==> src/hdl/gfrm_pkg.sv <==
// ----------------------------------------------------------------------------
// gfrm_pkg
// Types, codes and the GF(2^16) multiply used by the region MAC / butterfly
// block. Field polynomial is x^16+x^5+x^3+x^2+1.
// ----------------------------------------------------------------------------
`default_nettype none

package gfrm_pkg;

    localparam int unsigned SYM_W   = 16;
    localparam int unsigned MODE_W  = 3;
    localparam int unsigned CFG_IDX_W = 2;

    // op_mode codes
    localparam logic [MODE_W-1:0] MODE_MUL     = 3'd0;
    localparam logic [MODE_W-1:0] MODE_MAC     = 3'd1;
    localparam logic [MODE_W-1:0] MODE_DUAL    = 3'd2;
    localparam logic [MODE_W-1:0] MODE_FWD_BFY = 3'd3;
    localparam logic [MODE_W-1:0] MODE_INV_BFY = 3'd4;

    // configuration register indexes
    localparam logic [CFG_IDX_W-1:0] CFG_COEF  = 2'd0;
    localparam logic [CFG_IDX_W-1:0] CFG_COEF2 = 2'd1;
    localparam logic [CFG_IDX_W-1:0] CFG_MODE  = 2'd2;

    typedef logic [SYM_W-1:0] t_sym;

    typedef struct packed {
        t_sym operand_a;
        t_sym operand_b;
        t_sym operand_c;
        logic last_in;
    } t_in_item;

    typedef struct packed {
        t_sym result_a;
        t_sym result_b;
        logic last_out;
    } t_out_item;

    // GF(2^16) product: carry-less 16x16 multiply, then two folds of the
    // bits above bit 15 by 0x2D (x^5+x^3+x^2+1).
    function automatic t_sym gf_mul(input t_sym x, input t_sym y);
        logic [2*SYM_W-2:0] prod;
        logic [20:0]        fold1;
        logic [15:0]        fold2;
        logic [14:0]        hi1;
        logic [4:0]         hi2;
        prod = '0;
        for (int i = 0; i < SYM_W; i++) begin
            if (y[i]) begin
                prod = prod ^ ({15'd0, x} << i);
            end
        end
        hi1   = prod[30:16];
        fold1 = {5'd0, prod[15:0]}
              ^ {6'd0, hi1} ^ {4'd0, hi1, 2'd0} ^ {3'd0, hi1, 3'd0} ^ {1'd0, hi1, 5'd0};
        hi2   = fold1[20:16];
        fold2 = fold1[15:0]
              ^ {11'd0, hi2} ^ {9'd0, hi2, 2'd0} ^ {8'd0, hi2, 3'd0} ^ {6'd0, hi2, 5'd0};
        return fold2;
    endfunction

endpackage

`default_nettype wire

==> src/hdl/gf16_region_mac_butterfly.sv <==
// ----------------------------------------------------------------------------
// gf16_region_mac_butterfly
// GF(2^16) region multiply, multiply-accumulate, dual MAC and additive-FFT
// butterflies, one symbol position per transaction.
// ----------------------------------------------------------------------------
//   channel | direction | handshake              | payload
//   --------+-----------+------------------------+-----------------------------
//   in      | input     | i_in_valid / o_in_stall | i_in_data  (t_in_item)
//   out     | output    | o_out_valid / i_out_stall | o_out_data (t_out_item)
//   cfg     | input     | i_cfg_valid / o_cfg_ready | i_cfg_index, i_cfg_data
//
// One transaction per cycle sustained while i_out_stall is low; the input
// register feeds the GF multipliers, which feed the result register.
// Reset (synchronous, active low) empties both registers and clears the
// configuration to zero. A stall at the output holds the result register and,
// once the input register is also full, raises o_in_stall.
// ----------------------------------------------------------------------------
`default_nettype none

module gf16_region_mac_butterfly (
    input  wire                        i_clk,
    input  wire                        i_rst_n,
    input  wire                        i_in_valid,
    output logic                       o_in_stall,
    input  gfrm_pkg::t_in_item         i_in_data,
    output logic                       o_out_valid,
    input  wire                        i_out_stall,
    output gfrm_pkg::t_out_item        o_out_data,
    input  wire                        i_cfg_valid,
    output logic                       o_cfg_ready,
    input  wire [gfrm_pkg::CFG_IDX_W-1:0] i_cfg_index,
    input  wire [gfrm_pkg::SYM_W-1:0]  i_cfg_data
);
    import gfrm_pkg::*;

    logic              r_in_valid;
    t_in_item          r_in;
    logic              r_out_valid;
    t_out_item         r_out;
    t_sym              r_coef;
    t_sym              r_coef2;
    logic [MODE_W-1:0] r_mode;

    logic      out_adv;
    logic      in_load;
    t_sym      mul1_op;
    t_sym      mul1_res;
    t_sym      mul2_res;
    t_out_item n_out;

    // Configuration registers, always ready
    assign o_cfg_ready = 1'b1;

    always_ff @(posedge i_clk) begin
        if (!i_rst_n) begin
            r_coef  <= '0;
            r_coef2 <= '0;
            r_mode  <= MODE_MUL;
        end else if (i_cfg_valid && o_cfg_ready) begin
            case (i_cfg_index)
                CFG_COEF:  r_coef  <= i_cfg_data;
                CFG_COEF2: r_coef2 <= i_cfg_data;
                CFG_MODE:  r_mode  <= i_cfg_data[MODE_W-1:0];
                default:   ;
            endcase
        end
    end

    // Flow control: result register moves when empty or not stalled
    assign out_adv    = !r_out_valid || !i_out_stall;
    assign o_in_stall = r_in_valid && !out_adv;
    assign in_load    = i_in_valid && !o_in_stall;

    // Input register
    always_ff @(posedge i_clk) begin
        if (!i_rst_n) begin
            r_in_valid <= 1'b0;
        end else if (!o_in_stall) begin
            r_in_valid <= i_in_valid;
        end
    end

    always_ff @(posedge i_clk) begin
        if (in_load) begin
            r_in <= i_in_data;
        end
    end

    // Multiplier operand: source symbol, y, or y^x per mode
    always_comb begin
        case (r_mode)
            MODE_FWD_BFY: mul1_op = r_in.operand_b;
            MODE_INV_BFY: mul1_op = r_in.operand_b ^ r_in.operand_a;
            default:      mul1_op = r_in.operand_a;
        endcase
    end

    assign mul1_res = gf_mul(mul1_op, r_coef);
    assign mul2_res = gf_mul(r_in.operand_a, r_coef2);

    // Result selection
    always_comb begin
        n_out.result_a = '0;
        n_out.result_b = '0;
        n_out.last_out = r_in.last_in;
        case (r_mode)
            MODE_MUL: begin
                n_out.result_a = mul1_res;
            end
            MODE_MAC: begin
                n_out.result_a = r_in.operand_b ^ mul1_res;
            end
            MODE_DUAL: begin
                n_out.result_a = r_in.operand_b ^ mul1_res;
                n_out.result_b = r_in.operand_c ^ mul2_res;
            end
            MODE_FWD_BFY: begin
                n_out.result_a = r_in.operand_a ^ mul1_res;
                n_out.result_b = r_in.operand_b ^ r_in.operand_a ^ mul1_res;
            end
            MODE_INV_BFY: begin
                n_out.result_a = r_in.operand_a ^ mul1_res;
                n_out.result_b = mul1_op;
            end
            default: ;
        endcase
    end

    // Result register
    always_ff @(posedge i_clk) begin
        if (!i_rst_n) begin
            r_out_valid <= 1'b0;
        end else if (out_adv) begin
            r_out_valid <= r_in_valid;
        end
    end

    always_ff @(posedge i_clk) begin
        if (out_adv && r_in_valid) begin
            r_out <= n_out;
        end
    end

    assign o_out_valid = r_out_valid;
    assign o_out_data  = r_out;

    // Checks
    a_stall_only_when_full: assert property (@(posedge i_clk) disable iff (!i_rst_n)
        o_in_stall |-> (r_in_valid && r_out_valid && i_out_stall))
        else $error("input stalled while a register is free");

    a_last_follows: assert property (@(posedge i_clk) disable iff (!i_rst_n)
        (r_in_valid && out_adv) |=> (o_out_valid && o_out_data.last_out == $past(r_in.last_in)))
        else $error("result register missed a transaction or lost its last flag");

endmodule

`default_nettype wire
==> config.mk <==
export PLATFORM = sky130hd
export DESIGN_NAME = gf16_region_mac_butterfly
export DESIGN_NICKNAME = d
export VERILOG_FILES = /design/src/hdl/gfrm_pkg.sv /design/src/hdl/gf16_region_mac_butterfly.sv
export SDC_FILE = /design/constraint.sdc
export NUM_CORES = 1
export LEC_CHECK = 0
export BUFFER_PORTS_ARGS = -buffer_cell sky130_fd_sc_hd__buf_2
export CORE_UTILIZATION = 57
export DETAILED_ROUTE_END_ITERATION = 8
export GPL_TIMING_DRIVEN = 0
export PLACE_DENSITY_LB_ADDON = 0.15
export REMOVE_ABC_BUFFERS = 1
export SETUP_SLACK_MARGIN = 0.2
export SYNTH_ARGS = -nofsm -noshare
export SYNTH_HDL_FRONTEND = slang
export SYNTH_SLANG_ARGS = --single-unit
==> constraint.sdc <==
create_clock -name i_clk -period 9.4 [get_ports i_clk]
set_input_delay 0.94 -clock i_clk [delete_from_list [all_inputs] [get_ports i_clk]]
set_output_delay 0.94 -clock i_clk [all_outputs]
set_load 0.01 [all_outputs]
==> impl_metrics.json, run 1 <==
{
  "worst-path-buf-inv": 0,
  "dpl_cell_area_um2": 15000,
  "synth_area_leaders": "xnor2_1 (19%), edfxtp_1 (17%), nand2_1 (12%)",
  "cts_buffer_depth": 2,
  "synthMuxAreaShare": 0.0156,
  "ys_async_sr_fraction": 0,
  "seq_power_share": 0.330,
  "htree_levels": 4,
  "nets": 1824,
  "numCtsBuffers": 17,
  "path_delay_family": "XOR/XNOR gates",
  "worstPathRequired_ps": 9540,
  "drc_errors": 0,
  "n_antenna_cell": 0,
  "tightest_slew_ps": 1290,
  "clk_pin_slew_ps": 70,
  "synth.most_common_cell": "nand2_1",
  "post_drt_wl_per_cell_um": 22.0,
  "antenna_found_initial": 0,
  "postCtsSetupBuffers": 0,
  "p_clk_frac": 0.299,
  "synth_edf_count": 82,
  "fin_cells": 2095,
  "drtIter0Drc": 1382,
  "post-route-period-util": 0.602,
  "gp_congestion": 0.975,
  "fp.coreArea_um2": 25300,
  "die_y_um": 163,
  "clock-sinks": 119,
  "clock_skew_ps": 19.7,
  "yosys.area_share.simple": 0.236,
  "seq_area_um2": 3210,
  "critPathMostFrequentCell": "xnor2_1",
  "insertion_delay_ps": 430,
  "dieArea_um2": 26600,
  "dp_worst_setup_slack_ps": 3920,
  "synth_top_family_by_area": "XOR/XNOR gates",
  "multi_input_area_um2": 10800,
  "clock.fmax_mhz": 177,
  "yosysUniqueCellTypes": 69,
  "cts_resized": 0,
  "grt_use_total": 0.347,
  "drt-total-wl_um": 46100,
  "dpl.hpwl_um": 30200,
  "cp_slowest_cell": "a21oi_1",
  "cp-end-kind": "flip-flop",
  "areaGrowthSynthToFinish_pct": 5.48,
  "cts_tree": "built",
  "period_minus_slack_ps": 5660,
  "drtAntennaViolNets": 0,
  "slew_viol_final": 0,
  "fp.dieW_um": 163,
  "crit_fanout": 86,
  "p_sw_mw": 0.779,
  "io_buffer_count": 106,
  "power.total_mw": 2.15,
  "vias": 12921,
  "grt_pass1_vias": 12260,
  "synth.avg_cell_area_um2": 8.13,
  "p_leak_nw": 5.47,
  "status": "complete, no violations",
  "worstSetupPathType": "reg -> reg",
  "firstDrtPassIters": 6,
  "swShare": 0.362,
  "postCtsHoldBufs": 0,
  "grt_setup_unrepaired": "false",
  "fp-row-count": 58,
  "critPathArrivalTime_ps": 5800,
  "dp_cells": 2063,
  "synth-main-ff-cell": "edfxtp_1",
  "finalHoldWorstSlack_ps": 424,
  "ys.warnings.count": 0,
  "yosysTopAreaCell": "xnor2_1",
  "synth_adder_area_share": 0.00948,
  "start_kind": "flip-flop",
  "internal_power_mw": 1.37,
  "viasPerCell": 6.17,
  "n_fill_cell": 2251,
  "grt_start_max_net_pins": 88,
  "finalHoldViolCount": 0,
  "power_density_nw_per_um2": 138,
  "power_frac_comb": 0.372,
  "overflow": 0,
  "max-cap-violations": 0,
  "slew_headroom": 0.143,
  "synth-compound-area-share": 0.0865,
  "tns_ps": 0,
  "yosys-top-cells-count": "nand2_1 (474), xnor2_1 (313), clkbuf_1 (138)",
  "synthXorXnorAreaFrac": 0.378,
  "synth_seq_cells": 119,
  "synth_area_um2": 14800,
  "ir_drop_uv": 113,
  "grt_pass1_wl_um": 70100,
  "final.setup.worst_slack_ps": 3740,
  "setup_violations": 0,
  "fin_area_um2": 15600,
  "critPathMaxStageDelay_ps": 1210,
  "hold_class": "reg -> reg",
  "ys_seq_area_frac": 0.217,
  "synthCells": 1818,
  "clock-root-buffer": "clkbuf_16",
  "path_cells": "nand3b_2 -> a21oi_1 -> nor4b_2 -> xnor2_1 -> xnor3_1 -> xnor3_1 -> xnor2_1 -> xnor3_2 -> xnor2_1 -> o221ai_1",
  "final_layout_size_suffix_gt1_frac": 0.107,
  "start_util": 0.584,
  "final_util": 0.616,
  "synth_top_area_frac": 0.185,
  "num_io_pins": 108
}
[layer usage]
| metal | up-vias | track usage | share of wire |
|---|---|---|---|
| met2 | 699 | 0.568 | 0.47 |
| met1 | 6108 | 0.440 | 0.39 |
| met5 | - | 0 | 0 |
| met4 | 0 | 0.193 | 0.049 |
| li1 | 5953 | - | - |
| met3 | 161 | 0.0518 | 0.086 |
[final cells by class]
class	instances	share of cell area
Clock inverter	14	0.00867
Multi-Input combinational cell	1497	0.690
Tap cell	330	0.0265
Sequential cell	119	0.206
Timing Repair Buffer	112	0.0400
Clock buffer	18	0.0275
Inverter	5	0.00120
[worst paths after layout]
kind | from | endpoint | slack [ps] | depth (start not counted)
worst max register to register | r_mode[0]$_SDFFE_PN0P_ | o_out_data[6]$_DFFE_PP_ | 3740 | 10
worst min-delay path | n_out[0]$_DFFE_PP_ | o_out_data[0]$_DFFE_PP_ | 420 | 0
worst min register to register | n_out[0]$_DFFE_PP_ | o_out_data[0]$_DFFE_PP_ | 420 | 0
worst max-delay path | r_mode[0]$_SDFFE_PN0P_ | o_out_data[6]$_DFFE_PP_ | 3740 | 10
[cells by family after synthesis]
kind of cell	after synthesis
simple gates	746
buf+inv	202
flops	119
mux	21
other cells	1
compound gates	193
xor+xnor	522
fa+ha+maj	14
[layout by cell type (no fill, tap or decap), types with 6 or more instances in the layout]
cell       count
and4_1         9
and3_1        14
o21ai_1       12
nor3_1         6
nand3_1       14
maj3_1        14
a21oi_1       55
nor4b_1       13
edfxtp_1      82
dfxtp_1       34
xnor3_1       66
nand2_1      474
o21ai_0       16
a21o_1        13
nand4_1      103
xnor2_1      313
nor3b_1        8
mux2_2        16
buf_2        106
clkbuf_16     17
nor2b_1       23
nor4bb_1      12
o22ai_1       14
xor2_1       136
o32a_1         7
a21boi_0      32
nor2_1        49
[state kept, by name, summed over array words and instances (netlist names)]
register     cells
r_in            48
o_out_data      33
r_coef          16
r_in_valid       1
r_coef2         16
o_out_valid      1
r_mode           3
n_out            1
[power by group through the flow]
| stage | combinational (mW) | clock (mW) | sequential, mW |
|---|---|---|---|
| final | 0.800 | 0.642 | 0.709 |
| after CTS | 0.786 | 0.651 | 0.705 |
| after global routing | 0.842 | 0.671 | 0.713 |
| after floorplan | 0.565 | 0 | 0.690 |
| after global placement | 0.763 | 0 | 0.719 |
| after detailed placement | 0.780 | 0 | 0.716 |
Power figures use the tool's default switching activity.
==> run 2: changes to the inputs <==
==> constraint.sdc (replaced) <==
create_clock -name i_clk -period 5.13 [get_ports i_clk]
set_input_delay 0.513 -clock i_clk [delete_from_list [all_inputs] [get_ports i_clk]]
set_output_delay 0.513 -clock i_clk [all_outputs]
set_load 0.01 [all_outputs]
==> run 2 against run 1 <==
Critical path depth up 1. Clock skew about the same. Die area unchanged. Design area up 0.89%. Sequential cell count unchanged. Via count up 1.5%. Register-to-register slack worse by 3500 ps. Cell count up 0.29%. Combinational power up 86%. Worst hold slack worse by 170 ps. Sequential power up 82%. Critical endpoint is now o_out_data[9]$_DFFE_PP_.
==> impl_metrics.json, run 2 (synthesis gave the netlist of run 1 again) <==
{
  "start_kind": "flip-flop",
  "final_layout_size_suffix_gt1_frac": 0.117,
  "wl_met3_um": 4400,
  "power_density_nw_per_um2": 252,
  "slew_headroom": 0.0771,
  "tightest_slew_ps": 1380,
  "clock-root-buffer": "clkbuf_16",
  "crit_fanout": 54,
  "drtIter0Drc": 1372,
  "num_io_pins": 108,
  "firstDrtPassIters": 5,
  "dp_cells": 2063,
  "fin_cells": 2101,
  "status": "complete, no violations",
  "io_buffer_count": 106,
  "met2_length_um": 22200,
  "cp-end-kind": "flip-flop",
  "seq_power_share": 0.325,
  "overflow": 0,
  "worstSetupPathType": "reg -> reg",
  "internal_power_mw": 2.53,
  "swShare": 0.363,
  "multi_input_area_um2": 10800,
  "grt_pass1_vias": 12336,
  "clock-sinks": 119,
  "drc_errors": 0,
  "grt_pass1_wl_um": 70400,
  "largest_register_ffs": 48,
  "start_util": 0.584,
  "gp_congestion": 0.975,
  "setup_violations": 0,
  "final_common_cell": "nand2_1",
  "ir_drop_uv": 216,
  "grt_setup_unrepaired": "false",
  "drt-total-wl_um": 47100,
  "n_fill_cell": 2247,
  "post-route-period-util": 0.957,
  "fp.coreArea_um2": 25300,
  "grt_use_total": 0.349,
  "fp-row-count": 58,
  "htree_levels": 4,
  "nets": 1830,
  "numCtsBuffers": 17,
  "viasPerCell": 6.24,
  "hold_class": "in -> reg",
  "insertion_delay_ps": 430,
  "finalHoldWorstSlack_ps": 253,
  "power_frac_comb": 0.377,
  "dieArea_um2": 26600,
  "post_drt_wl_per_cell_um": 22.4,
  "seq_area_um2": 3210,
  "n_antenna_cell": 0,
  "critPathArrivalTime_ps": 5050,
  "die_y_um": 163,
  "p_leak_nw": 5.52,
  "dr.max_layer_used": "met4",
  "grt_start_max_net_pins": 55,
  "dpl.hpwl_um": 30200,
  "postCtsHoldBufs": 0,
  "clock.fmax_mhz": 204,
  "final.setup.worst_slack_ps": 219,
  "antenna_found_initial": 0,
  "clk_pin_slew_ps": 70,
  "max-cap-violations": 0,
  "p_sw_mw": 1.44,
  "fp.dieW_um": 163,
  "final_cell_mix": "nand2_1 (474), xnor2_1 (311), xor2_1 (136)",
  "finalHoldViolCount": 0,
  "cts_buffer_depth": 2,
  "drtAntennaViolNets": 0,
  "clock_skew_ps": 20.0,
  "period_minus_slack_ps": 4910,
  "p_clk_frac": 0.298,
  "slew_viol_final": 0,
  "vias": 13117,
  "top_register": "r_in",
  "final_util": 0.621,
  "cts_tree": "built",
  "dp_worst_setup_slack_ps": -348,
  "worstPathRequired_ps": 5270,
  "areaGrowthSynthToFinish_pct": 6.42,
  "wl_met1_um": 18100
}
run 2: power by group through the flow:
stage / combinational (mW) / sequential (mW) / clock (mW)
4_1_cts: 1.45 / 1.29 / 1.19
3_3_place_gp: 1.40 / 1.32 / 0
3_5_place_dp: 1.43 / 1.31 / 0
6_report: 1.49 / 1.29 / 1.18
2_1_floorplan: 1.04 / 1.27 / 0
5_1_grt: 1.58 / 1.29 / 1.23
run 2: worst max-delay path: stages, from the launching register on:
cell and delay, ps:
dfxtp_2 550, buf_12 300, nand3b_2 530, a21oi_2 260
nor4b_1 560, xor2_1 230, xnor3_1 510, xnor3_1 500
xnor3_1 480, xor2_1 330, xnor2_1 180, o21ai_0 150
run 2: metrics by stage:
step,TNS (ps),power [mW],area [µm²]
after floorplan,-1060,2.30,13900
after global placement,-63410,2.72,14900
after detailed placement,-1990,2.74,15000
after CTS,0,3.93,15600
after global routing,0,4.10,15700
final,0,3.96,15700
run 2: area by class of cell:
type / count / area share
tap: 330 / 0.0262
timing repair buffer: 118 / 0.0451
sequential: 119 / 0.204
clock inverter: 14 / 0.00859
multi-input combinational: 1497 / 0.687
inverter: 5 / 0.00119
clock buffer: 18 / 0.0273
run 2: repair_timing:
item,in CTS,in global routing
resized for setup,5,9
pin swaps,0,0
setup endpoints to repair,28,20
buffers inserted,2,4
run 2: final timing paths:
check                                       startpoint                 endpoint  slack, ps  cells after the start
worst min-delay path                     i_in_data[19]       r_in[19]$_DFFE_PP_        250                      1
worst max register to register  r_mode[2]$_SDFFE_PN0P_  o_out_data[9]$_DFFE_PP_        220                     11
worst max-delay path            r_mode[2]$_SDFFE_PN0P_  o_out_data[9]$_DFFE_PP_        220                     11
worst min register to register      n_out[0]$_DFFE_PP_  o_out_data[0]$_DFFE_PP_        420                      0
run 2: layer usage:
metal / up-vias / global-route usage
met2: 789 / 0.574
li1: 5956 / -
met3: 169 / 0.0515
met1: 6203 / 0.439
met4: 0 / 0.194
met5: - / 0
==> run 3: changes to the inputs <==
--- a/config.mk
+++ b/config.mk
@@ -6,7 +6,7 @@
 export NUM_CORES = 1
 export LEC_CHECK = 0
 export BUFFER_PORTS_ARGS = -buffer_cell sky130_fd_sc_hd__buf_2
-export CORE_UTILIZATION = 57
+export CORE_UTILIZATION = 40
 export DETAILED_ROUTE_END_ITERATION = 8
 export GPL_TIMING_DRIVEN = 0
 export PLACE_DENSITY_LB_ADDON = 0.15
==> run 3 against run 2 <==
Clock power grew 8%. Die area grew 42%. Largest power group unchanged. Non-clock buffer count grew 1. First-iteration DRC count shrank 2.3%. Worst setup slack gained 18 ps. Cell count grew 6.6%. Utilization shrank 18 points. Worst hold slack lost 9.0 ps. Power grew 2.7%. Global-route usage shrank 8.1 points. Fmax grew 0.36%.
==> impl_metrics.json, run 3 (synthesis gave the netlist of run 1 again) <==
{
  "die_y_um": 194,
  "setup_violations": 0,
  "critPathArrivalTime_ps": 5020,
  "overflow": 0,
  "areaGrowthSynthToFinish_pct": 8.25,
  "final_common_cell": "nand2_1",
  "num_io_pins": 108,
  "drtIter0Drc": 1341,
  "post-route-period-util": 0.954,
  "grt_start_max_net_pins": 46,
  "final_layout_size_suffix_gt1_frac": 0.121,
  "hold_class": "in -> reg",
  "status": "complete, no violations",
  "final_cell_mix": "nand2_1 (474), xnor2_1 (312), xor2_1 (136)",
  "fp.dieW_um": 194,
  "worstSetupPathType": "reg -> reg",
  "finalHoldViolCount": 0,
  "postCtsHoldBufs": 0,
  "seq_area_um2": 3210,
  "clock-root-buffer": "clkbuf_16",
  "top_register": "r_in",
  "grt_setup_unrepaired": "true",
  "gp_congestion": 0.900,
  "worstPathRequired_ps": 5250,
  "cp-end-kind": "flip-flop",
  "dpl.hpwl_um": 33000,
  "start_kind": "flip-flop",
  "cts_tree": "built",
  "drc_errors": 0,
  "tns_ps": 0,
  "clock.fmax_mhz": 204,
  "clock_skew_ps": 20.2,
  "crit_fanout": 24,
  "viasPerCell": 5.80,
  "max-cap-violations": 0,
  "insertion_delay_ps": 440,
  "largest_register_ffs": 48,
  "power_density_nw_per_um2": 254,
  "htree_levels": 4,
  "grt_pass1_wl_um": 76700,
  "slew_viol_final": 0,
  "clk_pin_slew_ps": 70,
  "period_minus_slack_ps": 4890,
  "nets": 1831,
  "firstDrtPassIters": 5,
  "cts_buffer_depth": 2,
  "antenna_found_initial": 0,
  "dieArea_um2": 37700,
  "n_fill_cell": 3570,
  "n_antenna_cell": 0,
  "vias": 12991,
  "multi_input_area_um2": 10800,
  "numCtsBuffers": 17,
  "fp-row-count": 70,
  "grt_pass1_vias": 12291,
  "drtAntennaViolNets": 0,
  "p_leak_nw": 5.56,
  "grt_use_total": 0.268,
  "fp.coreArea_um2": 36500,
  "ir_drop_uv": 232,
  "final_util": 0.438,
  "drt-total-wl_um": 51500,
  "start_util": 0.405,
  "io_buffer_count": 106,
  "slew_headroom": 0.0236,
  "tightest_slew_ps": 1460,
  "post_drt_wl_per_cell_um": 23.0,
  "clock-sinks": 119
}
-- run 3: cell count changes in the layout (fill, tap and decap cells not counted), moves of 2 or more --
| cell | before | now |
|---|---|---|
| clkinv_1 | 2 | 0 |
| inv_6 | 0 | 4 |
| o32a_1 | 7 | 5 |
| clkinv_4 | 2 | 4 |
| clkinv_2 | 4 | 0 |
| clkinvlp_4 | 4 | 1 |
| inv_8 | 0 | 2 |
| o32a_2 | 0 | 2 |
-- run 3: per-stage QoR --
| step | instance area (µm²) | worst slack [ps] | hold WS [ps] | cells | total power, mW |
|---|---|---|---|---|---|
| global route | 16000 | 166 | 240 | 2240 | 4.24 |
| detailed placement | 15200 | -460 | 405 | 2200 | 2.78 |
| global placement | 15100 | -2540 | 401 | 2195 | 2.77 |
| finish | 16000 | 237 | 244 | 2240 | 4.07 |
| CTS | 15900 | 110 | 225 | 2235 | 4.08 |
| floorplan | 13900 | -240 | 400 | 1621 | 2.30 |
-- run 3: layout make-up --
type,instances,area share
clock inverter,14,0.0119
sequential,119,0.201
multi-input combinational,1497,0.677
timing repair buffer,119,0.0453
clock buffer,18,0.0268
inverter,5,0.00117
tap,468,0.0366
-- run 3: worst max-delay path, stage by stage (launching register included) --
cell      delay, ps
edfxtp_1       1120
nor2b_1         110
o21ai_1         680
and3_1          560
nand2_1         140
xnor3_1         380
xnor3_2         460
xor2_1          260
xnor3_2         510
xnor2_1         170
o221ai_1        180
-- run 3: worst paths after layout --
| path | from | slack, ps | to | cells after the start |
|---|---|---|---|---|
| setup / recovery | r_in[37]$_DFFE_PP_ | 240 | o_out_data[6]$_DFFE_PP_ | 10 |
| hold / removal | i_in_data[25] | 240 | r_in[25]$_DFFE_PP_ | 1 |
| setup reg to reg | r_in[37]$_DFFE_PP_ | 240 | o_out_data[6]$_DFFE_PP_ | 10 |
| hold reg to reg | n_out[0]$_DFFE_PP_ | 410 | o_out_data[0]$_DFFE_PP_ | 0 |
-- run 3: repair_timing --
| item | CTS | global route |
|---|---|---|
| setup endpoints to repair | 32 | 23 |
| buffers inserted | 3 | 5 |
| resized for setup | 10 | 12 |
-- run 3: power by group --
group / total (mW) / internal (mW) / switching [mW]
clock: 1.28 / 0.779 / 0.497
sequential: 1.30 / 1.13 / 0.166
combinational: 1.50 / 0.685 / 0.814
total: 4.07 / 2.59 / 1.48
-- run 3: per-layer routing --
layer	vias to the layer above	track usage	routed length (µm)
met5	-	0	0
met4	0	0.118	1860
met3	103	0.0351	3910
met2	608	0.455	24700
met1	6324	0.339	21000
li1	5956	-	-
